File: config.mk
export PLATFORM = sky130hd
export DESIGN_NAME = convex_polygon_point_test_unit
export DESIGN_NICKNAME = d
export VERILOG_FILES = /design/src/hw/rtl/cppt_pkg.sv /design/src/hw/rtl/convex_polygon_point_test_unit.sv
export SDC_FILE = /design/constraint.sdc
export NUM_CORES = 1
export LEC_CHECK = 0
export BUFFER_PORTS_ARGS = -buffer_cell sky130_fd_sc_hd__buf_2
export CORE_MARGIN = 2
export CORE_UTILIZATION = 45
export CTS_BUF_LIST = sky130_fd_sc_hd__clkbuf_4
export CTS_CLUSTER_DIAMETER = 200
export DETAILED_ROUTE_END_ITERATION = 8
export GPL_ROUTABILITY_DRIVEN = 0
export GPL_TIMING_DRIVEN = 0
export HOLD_SLACK_MARGIN = 0.02
export SLEW_MARGIN = 20
export SYNTH_ARGS = -nofsm -noshare
export SYNTH_HDL_FRONTEND = slang
export SYNTH_SLANG_ARGS = --single-unit
export TNS_END_PERCENT = 10
File: constraint.sdc
create_clock -name i_clk -period 6.95 [get_ports i_clk]
set_clock_uncertainty 0.05 [all_clocks]
set_input_delay 0 -clock i_clk [delete_from_list [all_inputs] [get_ports i_clk]]
set_output_delay 0 -clock i_clk [all_outputs]
set_load 0.02 [all_outputs]
File: src/hw/rtl/cppt_pkg.sv
// shared constants for the convex polygon point test unit
// no dependencies; used by convex_polygon_point_test_unit
`timescale 1ns / 1ps

package cppt_pkg;

    // defaults for the top level parameters
    localparam int MAX_VERTICES_DEF = 16;
    localparam int COORD_BITS_DEF   = 12;

    // vertex_count register
    localparam int          VCOUNT_W   = 5;
    localparam logic [4:0]  VCOUNT_RST = 5'd4;
    localparam int          VIDX_W     = 4;

    // register indexes (word address bit above the byte offset)
    localparam logic REG_VERTEX_COUNT = 1'b0;

    // item function codes
    localparam logic FUNC_LOAD  = 1'b0;
    localparam logic FUNC_QUERY = 1'b1;

endpackage

File: src/hw/rtl/convex_polygon_point_test_unit.sv
// convex polygon point test: vertex table plus a sequencer around one shared multiplier
// depends on cppt_pkg
`timescale 1ns / 1ps

//  channel  | direction | handshake                | payload
//  ---------+-----------+--------------------------+------------------------------------------
//  in       | input     | i_in_valid / o_in_stall  | i_func, i_vertex_index, i_coord_x/_y
//  out      | output    | o_out_valid / i_out_stall| o_inside_res
//  config   | input     | psel/penable/pwrite/pready | paddr, pwdata, prdata (vertex_count)
//
// a vertex load writes the vertex table and gives no result
// a query with n vertices in use (n = min(vertex_count, MAX_VERTICES)) forms one cross
// product per edge, paced by the single multiplier doing two products per vertex; n below 2
// goes straight to the finish step; the input stalls until the result is set
// a finished query also waits while an earlier result is still stalled in the output register
// reset is synchronous, active low, restores vertex_count to 4; the vertex table is not cleared

module convex_polygon_point_test_unit #(
    parameter int MAX_VERTICES = cppt_pkg::MAX_VERTICES_DEF,
    parameter int COORD_BITS   = cppt_pkg::COORD_BITS_DEF
) (
    input  logic                         i_clk,
    input  logic                         i_rst_n,
    // input channel
    input  logic                         i_in_valid,
    output logic                         o_in_stall,
    input  logic                         i_func,
    input  logic [cppt_pkg::VIDX_W-1:0]  i_vertex_index,
    input  logic signed [COORD_BITS-1:0] i_coord_x,
    input  logic signed [COORD_BITS-1:0] i_coord_y,
    // output channel
    output logic                         o_out_valid,
    input  logic                         i_out_stall,
    output logic                         o_inside_res,
    // configuration port
    input  logic                         psel,
    input  logic                         penable,
    input  logic                         pwrite,
    input  logic [2:0]                   paddr,
    input  logic [31:0]                  pwdata,
    output logic [31:0]                  prdata,
    output logic                         pready
);

    localparam int AW = (MAX_VERTICES > 1) ? $clog2(MAX_VERTICES) : 1;
    localparam int CW = $clog2(MAX_VERTICES + 1);
    localparam int DW = COORD_BITS + 1;
    localparam int PW = 2 * DW;
    localparam int ZW = PW + 1;
    localparam int VW = 2 * COORD_BITS;

    typedef enum logic [2:0] {
        S_IDLE,
        S_PRIME1,
        S_PRIME2,
        S_RUN,
        S_FIN
    } t_state;

    t_state r_state;

    logic [cppt_pkg::VCOUNT_W-1:0] r_vcount;

    logic [VW-1:0] r_mem [MAX_VERTICES];
    logic [VW-1:0] r_rd_data;
    logic [AW-1:0] r_raddr;

    logic [CW-1:0] r_n;
    logic [CW-1:0] r_i;
    logic [1:0]    r_ph;

    logic signed [COORD_BITS-1:0] r_px, r_py, r_fx, r_fy, r_cx, r_cy;
    logic signed [DW-1:0]         r_ex, r_ey, r_rx, r_ry;
    logic signed [PW-1:0]         r_prod, r_p1;

    logic r_zv;
    logic r_prev_pos, r_prev_neg;
    logic r_changed;
    logic r_out_valid;
    logic r_inside;

    // input and config decode
    logic       in_xfer;
    logic       cfg_wr;
    logic [7:0] idx8;
    logic [7:0] cnt8;
    logic [CW-1:0] cnt_sat;
    logic       fin_go;

    assign in_xfer = i_in_valid && !o_in_stall;
    assign cfg_wr  = psel && penable && pwrite && pready;
    assign idx8    = {{(8 - cppt_pkg::VIDX_W){1'b0}}, i_vertex_index};
    assign cnt8    = {{(8 - cppt_pkg::VCOUNT_W){1'b0}}, r_vcount};
    assign cnt_sat = (cnt8 > 8'(MAX_VERTICES)) ? CW'(MAX_VERTICES) : cnt8[CW-1:0];
    // finish step hands its result to a free output register
    assign fin_go  = (r_state == S_FIN) && !r_zv && (!r_out_valid || !i_out_stall);

    // next vertex: wraps to the first one on the last edge
    logic                         last_v;
    logic signed [COORD_BITS-1:0] nx, ny;
    logic [7:0]                   i_plus2;

    assign last_v  = ((r_i + CW'(1)) == r_n);
    assign nx      = last_v ? r_fx : $signed(r_rd_data[VW-1:COORD_BITS]);
    assign ny      = last_v ? r_fy : $signed(r_rd_data[COORD_BITS-1:0]);
    assign i_plus2 = 8'(r_i) + 8'd2;

    // shared multiplier: ex*ry in phase 1, ey*rx in phase 2
    logic signed [DW-1:0] mul_a, mul_b;
    logic signed [PW-1:0] mul_p;

    assign mul_a = (r_ph == 2'd1) ? r_ex : r_ey;
    assign mul_b = (r_ph == 2'd1) ? r_ry : r_rx;
    assign mul_p = mul_a * mul_b;

    // sign of the pending cross product and the change test against the previous sign
    logic signed [ZW-1:0] z;
    logic z_neg, z_pos, z_chg;

    assign z     = ZW'(r_p1) - ZW'(r_prod);
    assign z_neg = z[ZW-1];
    assign z_pos = !z_neg && (z != '0);
    assign z_chg = (z_pos && r_prev_neg) || (z_neg && r_prev_pos);

    // vertex table
    always_ff @(posedge i_clk) begin
        if (in_xfer && (i_func == cppt_pkg::FUNC_LOAD) && (idx8 < 8'(MAX_VERTICES))) begin
            r_mem[idx8[AW-1:0]] <= {i_coord_x, i_coord_y};
        end
        r_rd_data <= r_mem[r_raddr];
    end

    // configuration register
    always_ff @(posedge i_clk) begin
        if (!i_rst_n) begin
            r_vcount <= cppt_pkg::VCOUNT_RST;
        end else if (cfg_wr && (paddr[2] == cppt_pkg::REG_VERTEX_COUNT)) begin
            r_vcount <= pwdata[cppt_pkg::VCOUNT_W-1:0];
        end
    end

    assign pready = 1'b1;
    assign prdata = (paddr[2] == cppt_pkg::REG_VERTEX_COUNT) ?
                    {{(32 - cppt_pkg::VCOUNT_W){1'b0}}, r_vcount} : 32'd0;

    // sequencer
    always_ff @(posedge i_clk) begin
        if (!i_rst_n) begin
            r_state     <= S_IDLE;
            r_out_valid <= 1'b0;
            r_zv        <= 1'b0;
            r_ph        <= 2'd0;
            r_i         <= '0;
            r_n         <= '0;
            r_raddr     <= '0;
            r_changed   <= 1'b0;
            r_prev_pos  <= 1'b0;
            r_prev_neg  <= 1'b0;
        end else begin
            if (r_out_valid && !i_out_stall && !fin_go) begin
                r_out_valid <= 1'b0;
            end
            case (r_state)
                S_IDLE: begin
                    if (in_xfer && (i_func == cppt_pkg::FUNC_QUERY)) begin
                        r_px       <= i_coord_x;
                        r_py       <= i_coord_y;
                        r_n        <= cnt_sat;
                        r_i        <= '0;
                        r_ph       <= 2'd0;
                        r_raddr    <= '0;
                        r_changed  <= 1'b0;
                        r_prev_pos <= 1'b0;
                        r_prev_neg <= 1'b0;
                        r_zv       <= 1'b0;
                        // fewer than two vertices give no pair to compare
                        r_state    <= (cnt_sat < CW'(2)) ? S_FIN : S_PRIME1;
                    end
                end
                S_PRIME1: begin
                    r_raddr <= AW'(1);
                    r_state <= S_PRIME2;
                end
                S_PRIME2: begin
                    r_fx    <= $signed(r_rd_data[VW-1:COORD_BITS]);
                    r_fy    <= $signed(r_rd_data[COORD_BITS-1:0]);
                    r_cx    <= $signed(r_rd_data[VW-1:COORD_BITS]);
                    r_cy    <= $signed(r_rd_data[COORD_BITS-1:0]);
                    r_state <= S_RUN;
                end
                S_RUN: begin
                    case (r_ph)
                        2'd0: begin
                            if (r_zv) begin
                                r_changed  <= r_changed | z_chg;
                                r_prev_pos <= z_pos;
                                r_prev_neg <= z_neg;
                                r_zv       <= 1'b0;
                            end
                            r_ex <= DW'(nx) - DW'(r_cx);
                            r_ey <= DW'(ny) - DW'(r_cy);
                            r_rx <= DW'(r_px) - DW'(r_cx);
                            r_ry <= DW'(r_py) - DW'(r_cy);
                            r_cx <= nx;
                            r_cy <= ny;
                            // prefetch the vertex after next
                            if (i_plus2 < 8'(r_n)) begin
                                r_raddr <= i_plus2[AW-1:0];
                            end
                            r_ph <= 2'd1;
                        end
                        2'd1: begin
                            r_prod <= mul_p;
                            r_ph   <= 2'd2;
                        end
                        2'd2: begin
                            r_p1   <= r_prod;
                            r_prod <= mul_p;
                            r_zv   <= 1'b1;
                            r_ph   <= 2'd0;
                            if (last_v) begin
                                r_state <= S_FIN;
                            end else begin
                                r_i <= r_i + CW'(1);
                            end
                        end
                        default: begin
                            r_ph <= 2'd0;
                        end
                    endcase
                end
                S_FIN: begin
                    if (r_zv) begin
                        r_changed <= r_changed | z_chg;
                        r_zv      <= 1'b0;
                    end else if (fin_go) begin
                        r_inside    <= !r_changed;
                        r_out_valid <= 1'b1;
                        r_state     <= S_IDLE;
                    end
                end
                default: begin
                    r_state <= S_IDLE;
                end
            endcase
        end
    end

    assign o_in_stall   = (r_state != S_IDLE);
    assign o_out_valid  = r_out_valid;
    assign o_inside_res = r_inside;

    // vertex counter stays inside the polygon while walking it
    a_index_range: assert property (@(posedge i_clk) disable iff (!i_rst_n)
        (r_state == S_RUN) |-> (r_i < r_n))
        else $error("vertex counter ran past vertex count");

    // a result only appears from the finish step
    a_result_src: assert property (@(posedge i_clk) disable iff (!i_rst_n)
        $rose(r_out_valid) |-> ($past(r_state) == S_FIN))
        else $error("result raised outside finish step");

    // no cross product is left pending once the sequencer is idle
    a_no_pending: assert property (@(posedge i_clk) disable iff (!i_rst_n)
        (r_state == S_IDLE) |-> !r_zv)
        else $error("pending cross product in idle");

    // a query leaves the idle state only through a transfer
    a_start: assert property (@(posedge i_clk) disable iff (!i_rst_n)
        ((r_state == S_IDLE) && !in_xfer) |=> (r_state == S_IDLE))
        else $error("sequencer started without a transfer");

endmodule

==> summary.txt <==
Clocking
  – CTS clk-pin slew, worst paths: 0.06 ns
  – Clock Latency Late Sink: 1.00 ns
  – H-tree depth: 4
  – Num CTS Buffers: 159
  – Clock buffer depth: 3
  – Root buf cell: clkbuf_4
  – TritonCTS clock tree: done
  – Clock sinks: between 600 and 700

Pwr
  – Pwr/cell area: roughly 450 nW/um^2
  – Power Total: 17200 uW
  – Peak VDD IR: 894 uV
  – Leak pwr: 0.0149 uW

Logic synthesis
  – Synth top area share: between 50% and 60%
  – Count leader, synth: edfxtp_1
  – Ys flop type: edfxtp_1
  – Fraction of registers with async set/reset: 0%
  – Syn. warnings: 0
  – Post-synth top cells: edfxtp_1, inv_1, nor2_1
  – Mapped Area: 33200 um^2
  – Dominant cell type by area after synthesis: edfxtp_1
  – Register area share after synthesis: 53.9%
  – Synthesis-stage register bit count: 614
  – Number of synthesized flops with an enable pin: 561
  – Syn Area/Cell: 13.8 um^2
  – Top cells by area, synth: edfxtp_1, fa_1, mux4_2
  – Cells after synthesis: 2409
  – Synth cell types: 82

GRT
  – Largest net degree at the start of global routing: 35
  – First-pass GRT wire length: ~120000 um
  – Vias in the first global route: roughly 21000
  – Grt ovf: 0
  – Initial antenna violation count: 4
  – GRT Total Usage: 20.9%

Layout
  – Layout cell share with drive strength beyond 1: 22.0%
  – Fill cell count: 6181
  – Final nets: 3157
  – Finished Layout Cells: about 3900
  – Final Util: 52.8%
  – Multi-input gate area: 14100 um^2
  – P&R area growth vs syn: 16.2%
  – FF+latch area: 17900 um^2

Floorplanning
  – Core ar.: 73100 um^2
  – Die area: approximately 76000 um^2
  – Initial Utilization: 45.5%
  – # IOs: 107
  – Die width: around 280 um
  – Die extent in y: 276 um
  – Row cnt: 99

Critical path
  – Worst-path fanout max: 10
  – Largest stage delay, worst path: 0.54 ns
  – Top delay family on crit path: adder cells
  – CP required: 7.64 ns
  – Crit. End Element: flop
  – Critical path depth: 26
  – Worst R2R Path Depth: 26
  – Worst path bufs/invs: 7
  – CP startpoint kind: flop
  – Slowest-stage cell, CP: fa_1
  – CP startpoint: r_ph[1]
  – Critical path class: flop to flop
  – RR Startpoint: r_ph[1]
  – Critical Path AT: 7.39 ns

Timing
  – Period Utilization, post-route: 96.3%
  – Pins over their slew limit: 0
  – Slew @ Worst Pin: about 1.0 ns
  – Hold Fails Final Rpt: 0
  – Tmin final: 6.70 ns
  – Slew headroom: between 30 and 40%
  – Sum Neg Setup Slack: 0 ns
  – Fmax: between 100 and 150 MHz
  – Setup violators final: 0
  – Post-route setup slack: 0.254 ns

Routing
  – First drt pass iteration count: 6
  – Via count: 20600
  – 1st-iter DRT viols: 1524
  – Remaining DRCs: 0
  – Wire per inst: between 20 and 25 um
  – Via/cell ratio: between 5 and 6
  – Final ANT Viol Nets: 0
  – WL final: between 70000 and 80000 um

Outcome
  – Status: completed

Placement
  – Pre-CTS setup slack: -1.20 ns
  – Port Buffers: 49
  – Post-DP HPWL: 56000 um
  – Placed cell count: 3469

Flow run
  – # Max-Cap Violations: 0

Min path
  – Hold_sp: i_in_valid
  – Hold Crit Class: input pin to flop
  – Hold Path Stages: 6
final cells by class:
cell class                      count  share of cell area (%)
Inverter                          314                    3.05
Multi-Input combinational cell   1414                    36.5
Clock inverter                     57                   0.995
Clock buffer                      223                    4.34
Antenna cell                        5                  0.0324
Sequential cell                   614                    46.4
Timing Repair Buffer              174                    4.23
Tap cell                          959                    3.11
Buffer                             90                    1.40
state kept, by name, indices dropped and copies added, names as in the netlist, 2 cells and up:
register	cells
r_rx	13
r_ph	2
r_px	12
r_fy	12
r_py	12
r_raddr	4
r_mem	384
r_state	3
r_i	5
r_ry	13
r_fx	12
r_n	5
r_prod	26
r_cy	12
r_p1	26
r_vcount	5
r_rd_data	24
r_cx	12
r_ex	13
r_ey	13
path summary, 6_finish.rpt:
kind | endpoint | slack, ns
setup reg to reg | r_prod[22] | 0.25
hold / removal | r_raddr[2] | 0.16
setup / recovery | r_prod[22] | 0.25
hold reg to reg | r_p1[16] | 0.35
logic make-up after synthesis:
kind of cell	synth area share, %
flops	53.9
simple gates	7.19
compound gates	5.19
fa+ha+maj	15.8
mux	11.5
other cells	0.0226
buf+inv	4.98
xor+xnor	1.48
cells in the final DEF, fill, tap and decap left out, drive strengths merged, types with 28 or more instances in the layout:
master,n
edfxtp,561
inv,324
clkbuf,260
nor2,206
fa,167
ha,152
nand2,143
buf,139
mux4,120
dlygate4sd3,88
a21oi,74
o21ai,70
mux2,64
dfxtp,53
xnor2,51
clkinv,44
mux2i,39
conb,28
layer usage:
metal / global-route usage [%] / vias up / wire (um)
li1: - / 9414 / -
met1: 25.5 / 10400 / 31400
met2: 36.2 / 675 / 39400
met3: 4.67 / 136 / 4520
met4: 7.75 / 0 / 2060
met5: 0 / - / 0
per-stage QoR:
step	hold slack, ns	instance area (um^2)
4_1_cts	0.0400	38400
5_1_grt	0.133	38600
2_1_floorplan	0.0281	33300
3_5_place_dp	0.178	35300
3_3_place_gp	0.165	34800
6_report	0.161	38600
what timing repair did:
action	4_1_cts	5_1_grt
hold buffers	88	0
endpoints found under the hold margin	882	0
setup buffers	3	8
gates resized for setup	37	37
endpoints found under the setup margin	16	5
pin swaps	0	3
tightest hold or removal path: cells and delay by family:
kind / cells / cell delay (ns)
simple gates: 2 / 0.20
buf+inv: 2 / 0.67
compound gates: 2 / 0.25
power breakdown:
group          switching (uW)  internal, uW  total, uW
sequential               64.7          4700       4770
clock                    1530          1620       3150
combinational            5170          4160       9330
total                    6760         10500      17200
No activity file was read; power rests on OpenSTA's default activity.
